**src/hdl/fcep_pkg.sv**
```systemverilog
`timescale 1ns / 1ps

package fcep_pkg;

	// Pattern sizes and field widths.
	localparam int PAT_BITS   = 64;
	localparam int OSD_BITS   = 16;
	localparam int PAT_IDX_W  = $clog2(PAT_BITS);
	localparam int LEN_W      = PAT_IDX_W + 1;
	localparam int OSD_LEN_W  = $clog2(OSD_BITS) + 1;
	localparam int RATIO_W    = 7;
	localparam int MBIT_W     = $clog2(RATIO_W);
	localparam int CTRL_W     = 12;
	localparam int PER_W      = 4;
	localparam int NARROW_BIT = 11;
	localparam int STEP_W     = 3;

	// One input item: the clock ratio.
	typedef struct packed {
		logic [RATIO_W-1:0] ratio_mult;
		logic [RATIO_W-1:0] ratio_div;
	} ratio_t;

	// One result item: the generator programming words.
	typedef struct packed {
		logic [PAT_BITS-1:0] dclk_pattern;
		logic [CTRL_W-1:0]   dclk_control;
		logic [PER_W-1:0]    osd_clock_period;
		logic [OSD_BITS-1:0] osd_pattern;
	} prog_t;

	// Datapath operations selected by the microcode.
	typedef enum logic [2:0] {
		OP_IDLE,
		OP_MOD,
		OP_SEED,
		OP_CELL,
		OP_EMIT,
		OP_NOP
	} op_t;

	// Jump conditions; when the condition holds the sequencer jumps to the target.
	typedef enum logic [2:0] {
		C_NEVER,
		C_ALWAYS,
		C_NO_ITEM,
		C_MORE,
		C_OUT_BUSY
	} cond_t;

	// Program addresses.
	localparam logic [STEP_W-1:0] ST_IDLE = STEP_W'(0);
	localparam logic [STEP_W-1:0] ST_MOD  = STEP_W'(1);
	localparam logic [STEP_W-1:0] ST_SEED = STEP_W'(2);
	localparam logic [STEP_W-1:0] ST_CELL = STEP_W'(3);
	localparam logic [STEP_W-1:0] ST_EMIT = STEP_W'(4);
	localparam logic [STEP_W-1:0] ST_RET  = STEP_W'(5);

	// One control word of the program.
	typedef struct packed {
		op_t                  op;
		cond_t                cond;
		logic [STEP_W-1:0]    target;
		logic [PAT_IDX_W-1:0] last;
	} uword_t;

	// Control passed from the sequencer to the datapath.
	typedef struct packed {
		op_t                  op;
		logic [PAT_IDX_W-1:0] cnt;
	} seq_ctl_t;

	// Microcode store: the whole program for one item.
	function automatic uword_t ucode(input logic [STEP_W-1:0] step);
		uword_t w;
		w.op     = OP_NOP;
		w.cond   = C_ALWAYS;
		w.target = ST_IDLE;
		w.last   = '0;
		unique case (step)
			ST_IDLE: begin
				w.op     = OP_IDLE;
				w.cond   = C_NO_ITEM;
				w.target = ST_IDLE;
			end
			ST_MOD: begin
				w.op     = OP_MOD;
				w.cond   = C_MORE;
				w.target = ST_MOD;
				w.last   = PAT_IDX_W'(RATIO_W - 1);
			end
			ST_SEED: begin
				w.op   = OP_SEED;
				w.cond = C_NEVER;
			end
			ST_CELL: begin
				w.op     = OP_CELL;
				w.cond   = C_MORE;
				w.target = ST_CELL;
				w.last   = PAT_IDX_W'(PAT_BITS - 1);
			end
			ST_EMIT: begin
				w.op     = OP_EMIT;
				w.cond   = C_OUT_BUSY;
				w.target = ST_EMIT;
			end
			ST_RET: begin
				w.op     = OP_NOP;
				w.cond   = C_ALWAYS;
				w.target = ST_IDLE;
			end
			default: begin
				w.op = OP_NOP;
			end
		endcase
		return w;
	endfunction

endpackage

```
**src/hdl/fcep_seq.sv**
```systemverilog
`timescale 1ns / 1ps

module fcep_seq import fcep_pkg::*; (
	input  logic     clk,
	input  logic     arst_n,
	input  logic     item_valid,
	input  logic     out_busy,
	output seq_ctl_t ctl
);

	logic [STEP_W-1:0]    step_q, step_d;
	logic [PAT_IDX_W-1:0] cnt_q, cnt_d;
	uword_t               uw;
	logic                 take;

	// Fetch the control word and evaluate its jump condition.
	always_comb begin
		uw = ucode(step_q);
		unique case (uw.cond)
			C_NEVER:    take = 1'b0;
			C_ALWAYS:   take = 1'b1;
			C_NO_ITEM:  take = !item_valid;
			C_MORE:     take = (cnt_q != uw.last);
			C_OUT_BUSY: take = out_busy;
			default:    take = 1'b1;
		endcase
		step_d = take ? uw.target : step_q + STEP_W'(1);
		// The loop counter runs only inside a counted loop and restarts on exit.
		if (uw.cond == C_MORE && take) begin
			cnt_d = cnt_q + PAT_IDX_W'(1);
		end else begin
			cnt_d = '0;
		end
	end

	// Step counter and loop counter.
	always_ff @(posedge clk or negedge arst_n) begin
		if (!arst_n) begin
			step_q <= ST_IDLE;
			cnt_q  <= '0;
		end else begin
			step_q <= step_d;
			cnt_q  <= cnt_d;
		end
	end

	assign ctl.op  = uw.op;
	assign ctl.cnt = cnt_q;

endmodule

```
**src/hdl/fractional_clock_enable_pattern.sv**
```systemverilog
// Each item runs through the microcode steps in order: the 7-step remainder loop,
// the seed, the 64-step cell walk and the emit step, which waits while an untaken
// result blocks the output; a new item is taken only back in the idle step.
// A finished result waits in the output register while the next item is taken.
// Reset: asynchronous, active low; the sequencer returns to idle, no result pending.
`timescale 1ns / 1ps

module fractional_clock_enable_pattern import fcep_pkg::*; (
	input  logic   clk,
	input  logic   arst_n,
	input  logic   ratio_valid,
	output logic   ratio_stall,
	input  ratio_t ratio,
	output logic   prog_valid,
	input  logic   prog_stall,
	output prog_t  prog
);

	seq_ctl_t ctl;
	logic     out_busy;

	// Working registers of the datapath.
	logic [RATIO_W-1:0]   m_q, d_q, r_q, e_q, eo_q, u_q, t_q;
	logic                 narrow_q;
	logic [PAT_BITS-1:0]  pat_q;
	logic [OSD_BITS-1:0]  osd_q;
	logic [LEN_W-1:0]     len_q;
	logic [OSD_LEN_W-1:0] per_q;
	prog_t                prog_q;
	logic                 prog_valid_q;

	// Combinational values of the datapath.
	logic [MBIT_W-1:0]    mbit;
	logic [RATIO_W:0]     rsh, u_sum;
	logic [RATIO_W-1:0]   r_nx, pulse, sub0, need, e_nx, eo_nx, u_nx, t_inc;
	logic                 wide_mode, wide_hit, e_hit, eo_hit, pat_bit, osd_bit, wrap;
	logic [LEN_W-1:0]     c1;
	logic [LEN_W-1:0]     len_m1;
	logic [OSD_LEN_W-1:0] per_m1;
	prog_t                result;

	fcep_seq u_seq (
		.clk        (clk),
		.arst_n     (arst_n),
		.item_valid (ratio_valid),
		.out_busy   (out_busy),
		.ctl        (ctl)
	);

	assign ratio_stall = (ctl.op != OP_IDLE);
	assign out_busy    = prog_valid_q && prog_stall;

	// Remainder step, pulse geometry and per-cell decisions.
	always_comb begin
		mbit  = MBIT_W'(RATIO_W - 1) - ctl.cnt[MBIT_W-1:0];
		rsh   = {r_q, m_q[mbit]};
		r_nx  = (rsh >= {1'b0, d_q}) ? RATIO_W'(rsh - {1'b0, d_q}) : rsh[RATIO_W-1:0];

		pulse = d_q >> 1;
		sub0  = pulse - (pulse >> 1);
		need  = (m_q >> 1) + RATIO_W'(1);
		wide_mode = ({m_q, 1'b0} <= {1'b0, d_q});

		// Wide cells: pulse coverage of the cell against the threshold.
		u_sum    = {1'b0, u_q} + {1'b0, m_q};
		wide_hit = (({1'b0, u_q} + {1'b0, need}) <= {1'b0, pulse}) ||
			(u_sum >= ({1'b0, d_q} + {1'b0, need}));
		u_nx     = (u_sum >= {1'b0, d_q}) ? RATIO_W'(u_sum - {1'b0, d_q})
			: u_sum[RATIO_W-1:0];

		// Point cells: a pixel midpoint falls in the cell when the phase is below m.
		e_hit  = (e_q < m_q);
		eo_hit = (eo_q < m_q);
		e_nx   = (e_q >= r_q) ? e_q - r_q : e_q - r_q + d_q;
		eo_nx  = (eo_q >= r_q) ? eo_q - r_q : eo_q - r_q + d_q;

		pat_bit = narrow_q ? e_hit : wide_hit;
		osd_bit = narrow_q ? e_hit : eo_hit;

		// Track the largest multiple of div seen so far.
		t_inc = t_q + RATIO_W'(1);
		wrap  = (t_inc == d_q);
		c1    = {1'b0, ctl.cnt} + LEN_W'(1);

		// Assemble the result item.
		len_m1 = len_q - LEN_W'(1);
		per_m1 = per_q - OSD_LEN_W'(1);
		result.dclk_pattern     = pat_q;
		result.dclk_control     = '0;
		result.dclk_control[PAT_IDX_W-1:0] = len_m1[PAT_IDX_W-1:0];
		result.dclk_control[NARROW_BIT]    = narrow_q;
		result.osd_clock_period = per_m1[PER_W-1:0];
		result.osd_pattern      = osd_q;
	end

	// Datapath registers, driven by the operation of the current step.
	always_ff @(posedge clk) begin
		unique case (ctl.op)
			OP_IDLE: begin
				m_q <= (ratio.ratio_mult == '0) ? RATIO_W'(1) : ratio.ratio_mult;
				d_q <= (ratio.ratio_div == '0) ? RATIO_W'(1) : ratio.ratio_div;
				r_q <= '0;
			end
			OP_MOD: begin
				r_q <= r_nx;
			end
			OP_SEED: begin
				narrow_q <= !wide_mode;
				e_q      <= wide_mode ? '0 : pulse;
				eo_q     <= '0;
				u_q      <= d_q - sub0;
				t_q      <= '0;
				len_q    <= LEN_W'(PAT_BITS);
				per_q    <= OSD_LEN_W'(OSD_BITS);
			end
			OP_CELL: begin
				pat_q <= {pat_bit, pat_q[PAT_BITS-1:1]};
				if (ctl.cnt < PAT_IDX_W'(OSD_BITS)) begin
					osd_q <= {osd_bit, osd_q[OSD_BITS-1:1]};
				end
				e_q  <= e_nx;
				eo_q <= eo_nx;
				u_q  <= u_nx;
				if (wrap) begin
					t_q   <= '0;
					len_q <= c1;
					if (c1 <= LEN_W'(OSD_BITS)) begin
						per_q <= OSD_LEN_W'(c1);
					end
				end else begin
					t_q <= t_inc;
				end
			end
			OP_EMIT: begin
				if (!out_busy) begin
					prog_q <= result;
				end
			end
			OP_NOP: begin
				r_q <= r_q;
			end
			default: begin
				r_q <= r_q;
			end
		endcase
	end

	// Output register valid flag.
	always_ff @(posedge clk or negedge arst_n) begin
		if (!arst_n) begin
			prog_valid_q <= 1'b0;
		end else if (ctl.op == OP_EMIT && !out_busy) begin
			prog_valid_q <= 1'b1;
		end else if (!prog_stall) begin
			prog_valid_q <= 1'b0;
		end
	end

	assign prog_valid = prog_valid_q;
	assign prog       = prog_q;

endmodule

```
**config.mk**
```make
export PLATFORM = sky130hd
export DESIGN_NAME = fractional_clock_enable_pattern
export DESIGN_NICKNAME = d
export VERILOG_FILES = /design/src/hdl/fcep_pkg.sv /design/src/hdl/fcep_seq.sv /design/src/hdl/fractional_clock_enable_pattern.sv
export SDC_FILE = /design/constraint.sdc
export NUM_CORES = 1
export LEC_CHECK = 0
export BUFFER_PORTS_ARGS = -buffer_cell sky130_fd_sc_hd__buf_2
export CORE_MARGIN = 2
export CORE_UTILIZATION = 55
export DETAILED_ROUTE_END_ITERATION = 6
export GPL_TIMING_DRIVEN = 0
export PLACE_DENSITY = 0.75
export SLEW_MARGIN = 20
export SYNTH_ARGS = -nofsm -noshare
export SYNTH_HDL_FRONTEND = slang
export SYNTH_SLANG_ARGS = --single-unit
```
**constraint.sdc**
```tcl
create_clock -name clk -period 17.4 [get_ports clk]
set_input_delay 2.61 -clock clk [delete_from_list [all_inputs] [get_ports clk]]
set_output_delay 2.61 -clock clk [all_outputs]
set_load 0.02 [all_outputs]
```
---- After elaboration in Yosys (flattened, before gate mapping) ----
Cells that the tools add are included.
cells by class
  $add $sub $neg .......................... 19
  magnitude comparators ................... 12
  eq/ne operators ......................... 16
  muxes and demuxes ....................... 29
  bitwise logic cells ..................... 1
  reduce and logical (&&, ||, !) cells .... 20
operator list
  operator               count
  $pmux W7 S2            5
  $mux W7                5
  $sub A7 B7 Y7          5
  $add A7 B7 Y8          3
  $pmux W6 S2            2
  $eq A3 B2 Y1 const B   6
  $mux W6                3
  $ge A8 B7 Y1           2
  $pmux W3 S5            1
  $add A6 B1 Y7 const B  2
  $add A7 B7 Y7          2
  $ge A7 B7 Y1           2
  $logic_not A7 Y1       2
  $lt A7 B7 Y1           2
  $pmux W3 S4            1
  $eq A3 B3 Y1 const B   3
  $logic_not A3 Y1       3
  $pmux W3 S3            1
  $ge A8 B8 Y1           1
  $le A8 B6 Y1           1
  $le A8 B7 Y1           1
  $mux W4                2
  $pmux W4 S2            1
  $add A7 B1 Y7 const B  1
  27 further kinds       40
word-level totals
  flip-flop bits (word level) ............. 241
  input bits .............................. 18
  output and inout port bits .............. 98
  logic and storage cells ................. 116

---- Longest topological paths before layout ----
Gate-level depths: netlist of run 1.
  word-level depth ........................ 7
  depth in mapped cells ................... 15
  depth with buffers taken out ............ 15

---- Hierarchy ----
A second synthesis of run 1 with hierarchy kept.
second synthesis, totals
  cells, all modules ...................... 940
  area total of the unflattened synthesis .. 12,393.1 um2
by module, submodules not included
  module                           instances  cells each  area each (um2)  sequential area each (um2)
  fractional_clock_enable_pattern  1          878         11,805.1         6,961.7
  fcep_seq                         1          62          588.1            225.2

---- Worst setup path before layout of run 1 ----
OpenSTA, ideal clock, no wires.
  path kind ............................... input to register
  start point ............................. in prog_stall
  end point ............................... reg prog_q, in the netlist prog[0] (enable)
  setup time .............................. 570 ps
  arrival time ............................ 7,028 ps
  data required time ...................... 16,830 ps
  slack ................................... 9,801 ps
  stages .................................. 1
  path buffers ............................ 0
  cell sequence ........................... a21oi_1
on the way
  word-level cells in the longest chain between the ends .. 3
RTL lines
  what                         line                                    text
  from (decl)                  fractional_clock_enable_pattern.sv:15   input logic prog_stall,
  $logic_and A1 B1 Y1          fractional_clock_enable_pattern.sv:51   assign out_busy = prog_valid_q && prog_stall;
  $not A1 Y1 (no line)         n/a
  $reduce_and A2 Y1 (no line)  n/a
  to (signal assigned)         fractional_clock_enable_pattern.sv:136  prog_q <= result;
  to (decl)                    fractional_clock_enable_pattern.sv:29   prog_t prog_q;
No other way between the ends.
A chain may end at the register's enable or synchronous reset.

---- Final worst setup path of run 1 ----
  start point ............................. reg u_seq.step_q[0]
  end point ............................... out ratio_stall
on the way
  word-level cells in the longest chain between the ends .. 3
  elaborated cells on any way between the ends .. 7
  classes of those cells .................. 4 x eq/ne; 1 x mux; 2 x reduce/logical
RTL lines
  what                                        line                                   text
  from (decl)                                 fcep_seq.sv:11                         logic [STEP_W-1:0] step_q, step_d;
  from (signal assigned)                      fcep_seq.sv:42                         step_q <= step_d;
  $eq A3 B3 Y1, or another cell as far along  fcep_pkg.sv:80                         unique case (step)
  $pmux W3 S5 *                               fcep_pkg.sv:80
  $reduce_bool A3 Y1 *                        fractional_clock_enable_pattern.sv:50  assign ratio_stall = (ctl.op != OP_IDLE);
  to (decl)                                   fractional_clock_enable_pattern.sv:12  output logic ratio_stall,
Every way passes the cells marked *; elsewhere a longest branch is shown, timed or not.

==> results by stage, run 1 <==
Logic synthesis:
- The synthesized netlist cell count is 922.
- The most used flip-flop cell after synthesis is edfxtp_1.
- In the synthesized netlist the async set-or-reset flop fraction comes to 4.149%.
- The total standard cell area after synthesis is 12210 um2.
- The number of different library cells used by synthesis comes to 66.
- edfxtp_1 takes more of the synthesized area than any other cell.
- The per-instance average area after synthesis is 13.25 um2.
- In this run, synthesis produced a sequential element count of 241.
- After synthesis, flip-flops and latches occupy 58.84% of the total area.
- The top cell type by area accounts for 56.79% of the synthesized area.
- In the post-synthesis netlist, the biggest area contributors are edfxtp_1 (57%), ha_1 (12%), xnor2_1 (3.2%), fa_1 (2.5%), a21oi_1 (2.4%).
- Yosys mapped a number of flops with a built-in enable equal to 231.
- The count of yosys warnings during synthesis is 0.

Timing:
- At the pin with the least slew margin, the transition time is 881.4 ps.
- The share of the cycle needed by the critical path after routing is 24.80%.
- The final hold violation count is 0.
- Measured against its own limit, the worst slew margin works out to 41.24%.
- Setup violations remaining at the end of the flow were counted as 0.
- The final total negative setup slack is 0 ps.
- The shortest period the worst path allows is 4315 ps.
- Static timing analysis puts the maximum clock frequency at 231.8 MHz.
- The count of final max-slew check failures is 0.
- Setup repair after global routing left no endpoint under its margin.
- Between clock sinks in the finished design, the worst skew comes to 13.67 ps.

Job:
- The total of max-cap violations is 0.

Clocking:
- The root buffer cell chosen for the clock tree is clkbuf_16.
- The TritonCTS clock tree is built.
- In this run the number of H-tree levels came out at 1.
- In this run the post-CTS setup repair buffer count came out at 0.
- In this run, post-CTS repair resized a total of 0 instances.
- The number of clock buffers added by TritonCTS is 25.
- The clock reaches the later pin of the worst-skew pair after 520 ps.
- The clock drives 241 sinks.
- The number of hold buffers added after CTS is 0.
- After clock tree synthesis, the clock-pin slew on the worst setup and hold paths is 60 ps.
- The clock passes through at most 3 buffers.

Die:
- The area of the core is 21820 um2.
- The vertical die dimension is 153.0 um.
- In this run the count of I/O pins placed on the die edge is 116.
- The horizontal die dimension is 153.0 um.
- The number of core rows is 54.
- Once the floorplan was initialized, standard cells occupied 55.97% of the core.
- The overall die area is 23420 um2.

Drt:
- Before antenna repair, the detailed router went through 5 iterations.
- After detailed routing, the average wire length per cell comes to 17.51 um.
- The via density per instance is 5.586.
- The number of antenna-violating nets in the routed design is 0.
- After detailed routing, the number of remaining DRC violations is 0.
- The routed wire length is 23930 um.
- For this block, the via count after detailed routing is 7636.
- The number of DRC violations after detailed-routing iteration 0 is 430.

Layout:
- Measured on the finished design, the core utilization comes to 64.47%.
- After the last flow step, the layout net total stands at 1215.
- The leading cell type in the layout, fill and taps excluded is edfxtp_1.
- The repair_antennas step left the layout with diodes totalling 0.
- The layout overhead on the synthesized area is 15.19%.
- The library cells used most frequently in the layout, excluding fill and tap cells, are edfxtp_1 (231), ha_1 (113), buf_2 (111).
- Cells with a size suffix above 1 make up 15.64% of the layout.
- For this run, the number of standard cells in the final layout without fillers is 1367.

Hold path:
- The worst min-delay path endpoint is prog[0].
- The worst hold path passes through 0 cells.
- The class of the tightest hold or removal check is flop to flop.
- The launch instance of the worst min-delay path is osd_q[0].

Placement:
- The detailed placer's ending HPWL is 16980 um.
- Port buffering added 110 buffers.
- Routability-driven placement finished with a final weighted congestion of 0.8714.
- Once placement completed, the tool counted placed cells totaling 1322.

Setup path:
- The signal arrival time at the worst endpoint is 1700 ps.
- The setup check on the worst reg-to-reg path leaves a slack of 13380 ps.
- The worst setup path is captured at a primary output.
- The nature of the critical path startpoint is a flop.
- The startpoint identified for the worst register-to-register timing path is m_q[3].
- The endpoint identified for the worst register-to-register timing path is pat_q[63].
- Data on the critical path is required at its endpoint by 14790 ps.
- For the worst flop-to-flop path, the logic depth is 14.
- The maximum fanout count along the critical path is 5.
- The category of the most critical setup path is flop to primary output.

Global route:
- The initial antenna violation count is 0.
- Entering global routing, the biggest net connects 42 pins.
- Global routing used 20.44% of the available tracks across all layers.
- The number of global-route vias before repair was 7412.
- The first global-routing pass estimated 38380 um of wire.
- The final global-route overflow total is 0.

Status:
- The flow ran to the end, and the final reports show no timing, DRC or antenna violations.
-- stage by stage --
stage          setup WS [ps]  instance area, um2  hold slack, ps
3_5_place_dp           13340               13290           404.5
2_1_floorplan           9801               12230           400.3
3_3_place_gp            8052               13130           401.7
4_1_cts                13080               14070           416.1
5_1_grt                13030               14070           438.0
6_report               13090               14070           414.7
-- worst max-delay path by stage --
stage / startpoint / endpoint / slack [ps] / depth (start not counted)
CTS: u_seq.step_q[0] / ratio_stall / 13080 / 4
finish: u_seq.step_q[0] / ratio_stall / 13090 / 4
floorplan: prog_stall / prog[0] / 9800 / 1
detailed placement: prog_stall / prog[78] / 13340 / 5
global placement: prog_stall / prog[79] / 8050 / 2
global route: u_seq.step_q[0] / ratio_stall / 13030 / 4
-- worst max-delay path, stage by stage (launching register included) --
cell and delay [ps]:
dfrtp_1 420, inv_1 100, ha_1 280, nand2_1 180
buf_2 200
-- cells in the mapped netlist, drive strengths merged, types with 3 or more instances --
library cell and n:
nand3 22, nor2b 11, o211ai 3, xnor2 45, nand2 39, nand4 4
xor2 20, a21o 17, edfxtp 231, a211o 3, o21a 7, ha 113
a211oi 9, or3 5, inv 70, nor3 15, buf 7, o2111ai 3
o31a 4, fa 15, mux2i 19, dfrtp 10, and3 8, nand2b 8
a31oi 4, a21oi 61, o21bai 7, a311o 3, o21ai 38, nand3b 4
nor2 62, clkbuf 18, nor4 5
-- state kept, by name (all words and copies together) (netlist names) --
| name | cells |
|---|---|
| d_q | 7 |
| e_q | 7 |
| eo_q | 7 |
| len_q | 6 |
| m_q | 7 |
| narrow_q | 1 |
| osd_q | 16 |
| pat_q | 64 |
| per_q | 4 |
| prog | 91 |
| prog_valid | 1 |
| r_q | 7 |
| t_q | 7 |
| u_q | 7 |
| u_seq.cnt_q | 6 |
| u_seq.step_q | 3 |
-- cell families after synthesis --
kind of cell / share of synthesized area (%)
other: 0.03070
buffers and inverters: 3.145
adder cells (fa/ha/maj): 14.03
AND/OR/NAND/NOR: 7.806
AO/OA/AOI/OAI: 9.373
XOR/XNOR: 4.845
flip-flops: 58.84
multiplexers: 1.926
-- cell type report --
cell class	count	area, um2
inverters	70	262.8
fillers	1636	7754
plain buffers	25	125.1
flip-flops and latches	241	7187
multi-input cells	590	4677
well taps	280	350.3
repair buffers	116	688.2
clock inverters	14	131.4
clock buffers	31	648.1
-- layer usage --
metal  GRT usage [%]  vias to the layer above  part of all wire, %
li1                -                     3689                    -
met1           29.86                     3652                   46
met2           32.02                      253                   45
met3           3.261                       42                  6.3
met4           5.952                        0                  2.6
met5               0                        -                    0
Power of run 1 is not shown: default switching activity piles up to over one toggle a cycle in this logic, so the estimate is an artifact.
==> inputs of run 2 (changes only) <==
Clock period 17.4 ns to 4.43 ns, I/O delays scaled along.
==> run 2 against run 1 <==
  * Critical path depth grew 10
  * Register-to-register slack lost 13000 ps
  * Non-clock buffer count is 1 higher
  * Sequential share of layout area shrank 0.28 points
  * Design area increased by 0.54%
  * Critical path type is now flop to flop
  * Flip-flop and latch count unchanged
  * Utilization up 0.35 points
  * Die area stayed put
==> results by stage, run 2 (synthesis results as in run 1) <==
Clocking:
- The clock passes through at most 3 buffers.
- Clock-pin slew was measured on the worst setup and hold paths at 60 ps.
- The number of setup buffers added after CTS is 0.
- The insertion delay of the later-clocked pin in the worst-skew pair is 540 ps.
- The tree built by TritonCTS fans out to 241 sinks.
- Clock tree synthesis inserted a total of 25 buffers.
- The H-tree level count is 1.
- The root buffer cell is clkbuf_16.
- TritonCTS built the clock tree.
- Once the clock tree was built, the resizer swapped 0 gates to a different size.

Setup path:
- The worst register-to-register path begins at m_q[3].
- Data arrives at the worst endpoint at 4230 ps.
- The register-to-register setup slack is 450 ps.
- The source of the critical timing path is m_q[3].
- The largest individual stage delay along the critical path comes from the cell a2111oi_0.
- The category of the most critical setup path is flop to flop.
- The critical path capture point is pat_q[63].
- Along the worst path, the maximum fanout reaches 6.
- The sum of buffers and inverters on the critical path is 2.
- The peak per-stage delay on the critical path is 600 ps.
- The critical path crosses 14 cells after its start point.
- The endpoint identified for the worst register-to-register timing path is pat_q[63].
- STA classifies the critical path startpoint as a flop.
- STA puts the critical path data required time at 4680 ps.
- The kind of cell with the highest combined delay along the critical path is compound AO/OA/AOI/OAI gates.
- The endpoint type of the worst setup path is a flop.
- Traced cell by cell, the critical path runs through inv_1, nor3_1, xnor2_1, ha_1, inv_1, nor2_1, nor2_1, o21bai_1, a21oi_1, xor2_1, ha_1, a21o_1, a2111oi_0, a22oi_1.
- The worst reg2reg path depth is 14.

Global route:
- The initial antenna violation count is 0.
- The total overflow left after global routing is 0.
- The number of global-route vias before repair is 7492.
- Entering global routing, the biggest net connects 48 pins.
- The first global-routing pass estimated 39190 um of wire.
- The overall global routing resource usage is 20.94%.

Die:
- The area of the core is 21820 um2.
- In this run the vertical extent of the chip is 153.0 um.
- 116 I/O pins were placed.
- After floorplanning, the core was divided into 54 placement rows.
- In this run the horizontal extent of the chip is 153.0 um.
- The die covers 23420 um2.
- For this configuration, the core starts out at a cell density of 55.97%.

Layout:
- The library cells used most frequently in the layout, excluding fill and tap cells, are edfxtp_1 (231), ha_1 (113), buf_2 (111).
- The register with the most flip-flops in the layout has 91 of them.
- From synthesis to final layout, the design area changed by 15.82%.
- The post-route netlist has 15.99% of its cells at a drive strength greater than 1.
- Counting the fill cells in the layout gives 1593.
- The finished cells cover 14150 um2.
- In the final design database the tool counted 1216 nets.
- The final antenna diode count is 0.
- The library cell used most frequently in the layout, excluding fill and tap cells, is edfxtp_1.

Drt:
- The average wire per cell in the routed design is 17.68 um.
- In this run the remaining antenna-violating nets after routing total 0.
- The final layout contains routed wiring with a total length of 24180 um.
- The number of iterations in the first detailed-routing pass is 5.
- In the routed design, unresolved DRC markers number 0.
- After detailed routing, the number of vias per cell comes to 5.530.
- The via total after detailed routing is 7565.
- The detailed router finished its first iteration with 543 violations.

Timing:
- For the pin with the worst max-slew slack, the measured transition is 813.4 ps.
- Across all setup checks in the final design, the least slack found is 454.8 ps.
- The final hold violation count came to 0.
- In this run the tightest slew margin relative to its limit is 45.77%.
- The maximum operating frequency is 251.6 MHz.
- The smallest clock period supported by the final layout is computed as 3975 ps.
- The count of final max-slew check failures is 0.
- Setup repair after global routing left no endpoint under its margin.
- The final clock skew is 21.66 ps.
- After layout, the worst path uses 89.73% of the clock period.
- Setup violations remaining at the end of the flow were counted as 0.

Placement:
- The final estimated routing congestion in global placement is 0.8661.
- The count of buffers from port buffering is 110.
- The pre-CTS setup slack is 551.3 ps.
- The HPWL after detailed placement is 17280 um.
- The total placed instance area is 13290 um2.

Hold path:
- The class of the tightest hold or removal check is input port to flop.

Job:
- The tool flagged a number of max-cap violations equal to 0.

Status:
- The flow ran to the end, and the final reports show no timing, DRC or antenna violations.
run 2: cell types whose count changed in the layout (fill, tap and decap cells not counted):
| cell | before | now |
|---|---|---|
| clkbuf_1 | 23 | 19 |
| inv_8 | 0 | 2 |
| bufinv_16 | 2 | 4 |
| clkinv_4 | 1 | 0 |
| clkinvlp_4 | 0 | 1 |
| dlygate4sd3_1 | 0 | 1 |
run 2: worst min-delay path by stage:
stage,start,to,depth (start not counted)
after global placement,pat_q[0],prog[32],0
after floorplan,arst_n,prog_valid,0
after CTS,ratio[3],d_q[3],2
after global routing,ratio[3],d_q[3],2
after detailed placement,pat_q[0],prog[32],0
final,ratio[7],m_q[0],2
run 2: per-stage QoR:
step | hold WS (ps) | util, % | instances | setup TNS (ps)
final | 387.5 | 64.82 | 1368 | 0
after CTS | 369.7 | 64.82 | 1368 | 0
after global placement | 402.8 | 60.18 | 1316 | -65760
after detailed placement | 415.6 | 60.90 | 1322 | 0
after floorplan | 368.9 | - | 926 | 0
after global routing | 393.5 | 64.82 | 1368 | 0
run 2: final cells by class:
type | instances | area (um2) | share of cell area [%]
repair buffers | 117 | 698.2 | 4.935
inverters | 70 | 262.8 | 1.857
clock buffers | 27 | 633.1 | 4.475
plain buffers | 25 | 125.1 | 0.8845
well taps | 280 | 350.3 | 2.477
flip-flops and latches | 241 | 7187 | 50.80
multi-input cells | 590 | 4677 | 33.06
clock inverters | 18 | 212.7 | 1.504
run 2: repair_timing:
| item | in CTS | in global routing |
|---|---|---|
| setup endpoints to repair | 0 | 0 |
| hold buffers | 1 | 0 |
| endpoints found under the hold margin | 10 | 0 |
run 2: worst reg2reg max path, stage by stage, from the launching register on:
cell and delay (ps):
edfxtp_1 550, inv_1 180, nor3_1 440, xnor2_1 240, ha_1 290, inv_1 110, nor2_1 60, nor2_1 180
o21bai_1 100, a21oi_1 180, xor2_1 190, ha_1 270, a21o_1 180, a2111oi_0 600, a22oi_1 140
run 2: metal layers:
layer / track usage, % / routed length [um] / vias to the layer above
li1: - / - / 3695
met3: 3.147 / 1233 / 43
met4: 6.173 / 602 / 0
met5: 0 / 0 / -
met2: 33.72 / 11120 / 210
met1: 29.84 / 11230 / 3617
Power of run 2 is left out for the same reason.
==> inputs of run 3 (changes only) <==
--- a/config.mk
+++ b/config.mk
@@ -7,2 +7,3 @@
 export LEC_CHECK = 0
+export ABC_AREA = 1
 export BUFFER_PORTS_ARGS = -buffer_cell sky130_fd_sc_hd__buf_2
@@ -13,2 +14,3 @@
 export PLACE_DENSITY = 0.75
+export SKIP_LAST_GASP = 1
 export SLEW_MARGIN = 20
==> constraint.sdc (replaced) <==
create_clock -name clk -period 4.43 [get_ports clk]
set_input_delay 0.2215 -clock clk [delete_from_list [all_inputs] [get_ports clk]]
set_output_delay 0.2215 -clock clk [all_outputs]
set_load 0.02 [all_outputs]
==> run 3 against run 2 <==
  * Synthesized area increased by 5.6%
  * Hold slack lost 340 ps
  * Register-to-register slack gained 430 ps
  * Synthesized cell count increased by 30%
  * Highest routed layer unchanged
  * Clock skew shrank 11 ps
  * First-iteration DRC count up 12%
==> results by stage, run 3 <==
Clocking:
- TritonCTS created 24 clock buffers.
- The insertion delay of the later-clocked pin in the worst-skew pair is 530 ps.
- After clock tree synthesis, the flow added hold-fix buffers numbering 15.
- The root buffer cell is clkbuf_16.
- The total clock sinks is 241.
- The number of buffers on the longest clock path is 3.
- Once the clock tree was built, the resizer swapped 0 gates to a different size.
- TritonCTS built the clock tree.
- The H-tree level count is 1.
- The clock-pin slew on the worst setup and hold paths is 60 ps.
- In this run the post-CTS setup repair buffer count came out at 0.

Pwr:
- The cell-internal power is 3647 uW.
- The proportion of power drawn by the clock network is 44.5%.
- The overall power after layout is 4497 uW.
- The switching power total is 850.0 uW.
- Of the total power, registers draw 54.7%.
- Summed over all cells, the static leakage comes to 0.006593 uW.
- IR analysis of the VDD net gives a maximum drop of 278.3 uV.
- The share of total power dissipated in combinational logic is 0.8%.
- The ratio of total power to cell area is 301.3 nW/um2.
- Of the total power, the share spent switching nets is 18.90%.

Status:
- The flow ran to the end, and the final reports show no timing, DRC or antenna violations.

Logic synthesis:
- The flip-flop and latch count after synthesis is 241.
- The most used standard cell by instance count after synthesis is nand2_1.
- The part of the Yosys area used for sequential elements is 55.75%.
- The synthesized netlist contains 46 unique library cells.
- The count of yosys warnings during synthesis is 0.
- By count the netlist is led by nand2_1 (235), edfxtp_1 (231), inv_1 (166).
- The total standard cell area after synthesis is 12890 um2.
- Summed over all instances, the cell type with the most area after synthesis is edfxtp_1.
- By area the synthesized netlist is led by edfxtp_1 (54%), ha_1 (11%), nand2_1 (6.8%), inv_1 (4.8%), nand3_1 (3.1%).
- The fraction of synthesized cell area taken by the top area cell type is 53.80%.
- The synthesized design contains 231 enable-type register cells.
- Among all flip-flop cells after synthesis, the most frequent one is edfxtp_1.
- Counting flops with an async set or reset pin after synthesis yields a share of 4.149%.
- The synthesized netlist cell count is 1201.
- The per-instance average area after synthesis is 10.73 um2.

Timing:
- Across the routed clock network, the largest skew measured is 10.86 ps.
- Setup repair after global routing left no endpoint under its margin.
- The count of final max-slew check failures was 0.
- Setup violations remaining at the end of the flow were counted as 0.
- The minimum setup slack in the final design is 882.7 ps.
- The maximum operating frequency is 281.9 MHz.
- The shortest period the worst path allows is 3547 ps.
- Headroom to the max-slew limit came out at 45.21%.
- In the final timing run, aggregate negative setup slack is 0 ps.
- The share of the cycle needed by the critical path after routing is 80.07%.
- At the pin with the least slew margin, the transition time is 821.9 ps.
- The final hold violation count was 0.

Setup path:
- The endpoint type of the worst setup path is a flop.
- For the worst setup path, the data required time is 4670 ps.
- The nature of the critical path startpoint is a flop.
- The signal arrival time at the worst endpoint is 3790 ps.
- The maximum fanout count along the critical path is 7.
- The worst setup path is of the flop to flop kind.
- Setup slack on the worst reg-to-reg path comes out at 880 ps.

Global route:
- Entering global routing, the biggest net connects 59 pins.
- The final global-route overflow total is 0.
- Across every metal layer, demand over resource in global routing totals 21.84%.
- The number of global-route vias before repair is 8392.
- The initial antenna violation count is 0.
- The first global-routing pass estimated 42030 um of wire.

Die:
- The core region is 23260 um2.
- The overall die area is 24680 um2.
- The die is 157.1 um wide.
- The number of core rows is 56.
- The initial core utilization is 55.42%.
- 116 I/O pins were placed.
- Measured along the y axis, the die boundary spans 157.1 um.

Layout:
- The final core area utilization is 64.16%.
- The share of post-route cells with drive strength above 1 is 15.25%.
- The summed area of non-filler cells in the final layout is 14930 um2.
- In the layout the commonest cells are nand2_1 (234), edfxtp_1 (231), inv_1 (166).
- The storage element area is 7187 um2.
- The area of combinational cells with multiple inputs is 4965 um2.
- The number of flip-flops in the largest register is 91.
- The layout has 1826 filler cells.
- The final layout net count is 1508.
- The final antenna diode count is 0.
- From synthesis to final layout, the design area changed by 15.77%.
- The leading cell type in the layout, fill and taps excluded is nand2_1.

Drt:
- The number of iterations in the first detailed-routing pass is 5.
- The via total after detailed routing is 8957.
- After detailed routing, the number of remaining DRC violations is 0.
- The number of DRC violations after detailed-routing iteration 0 is 607.
- Dividing the detail-routed wire length by the instance count gives 15.86 um.
- The detail route stage leaves a number of antenna-violating nets equal to 0.
- For this block, the routed nets add up to 26910 um of wire.
- Using the TritonRoute via totals, the vias-per-cell ratio works out to 5.281.

Placement:
- The total placed instance area is 14000 um2.
- The congestion estimate from routability-driven global placement came to 0.8966.
- Port buffering added 110 buffers.
- The detailed placer's ending HPWL is 19500 um.
- The pre-CTS setup slack is 961.5 ps.

Hold path:
- The class of the tightest hold or removal check is input port to flop.

Job:
- The tool flagged a number of max-cap violations equal to 0.
run 3: cell count changes after synthesis, sizes merged, moves of 15 or more:
cell	before	now
xnor2	45	17
nor2	62	77
nand4	4	34
nand2	39	246
inv	70	171
nand3	22	86
mux2i	19	0
run 3: power groups by stage:
stage          logic (uW)  clock network (uW)  registers (uW)
5_1_grt              38.2                2130            2460
4_1_cts              34.3                2040            2460
3_5_place_dp         23.7                   0            2510
3_3_place_gp         23.2                   0            2510
6_report             35.0                2000            2460
2_1_floorplan        11.7                   0            2510
run 3: area by class of cell:
class | count | area share [%]
plain buffers | 25 | 0.8970
clock buffers | 26 | 4.074
clock inverters | 15 | 1.132
inverters | 171 | 4.300
multi-input cells | 768 | 33.26
flip-flops and latches | 241 | 48.15
well taps | 319 | 2.674
repair buffers | 131 | 5.508
run 3: logic make-up after synthesis:
kind of cell	synth area share, %
other	0.02909
buffers and inverters	5.998
AOI/OAI and AO/OA	5.280
and+or+nand+nor	16.39
DFF	55.75
xor gates and xnor gates	3.261
adders and majority gates	13.30
run 3: metrics by stage:
step,instances,hold slack (ps)
global placement,1634,110.0
finish,1696,47.38
detailed placement,1640,121.4
floorplan,1205,-74.09
CTS,1696,28.93
global route,1696,45.32
run 3: path summary, 6_finish.rpt:
check	end	cells past startpoint	from
worst max-delay path	pat_q[63]	17	m_q[1]
min in group asynchronous	u_seq.step_q[1]	2	arst_n
worst min-delay path	m_q[6]	2	ratio[13]
max in group asynchronous	u_seq.cnt_q[5]	2	arst_n
worst max register to register	pat_q[63]	17	m_q[1]
worst min register to register	prog[0]	0	osd_q[0]
run 3: per-layer routing:
layer / vias up / GRT usage, % / part of all wire, %
li1: 4429 / - / -
met1: 4194 / 28.96 / 43
met2: 293 / 37.68 / 48
met3: 41 / 3.359 / 6.0
met4: 0 / 5.801 / 2.1
met5: - / 0 / 0
run 3: worst max-delay path, stage by stage, from the launching register on:
cell and delay (ps):
edfxtp_1 550, ha_1 310, xor2_1 240, ha_1 330, a21oi_1 170, nand2_1 120
a21oi_1 170, nor2_1 60, nor2_1 120, xor2_1 200, ha_1 270, a21oi_1 140
o21ai_0 90, o21bai_1 160, nor2_1 90, nand2_1 60, nand2_1 70, nand2_1 100
Power figures use the tool's default switching activity.
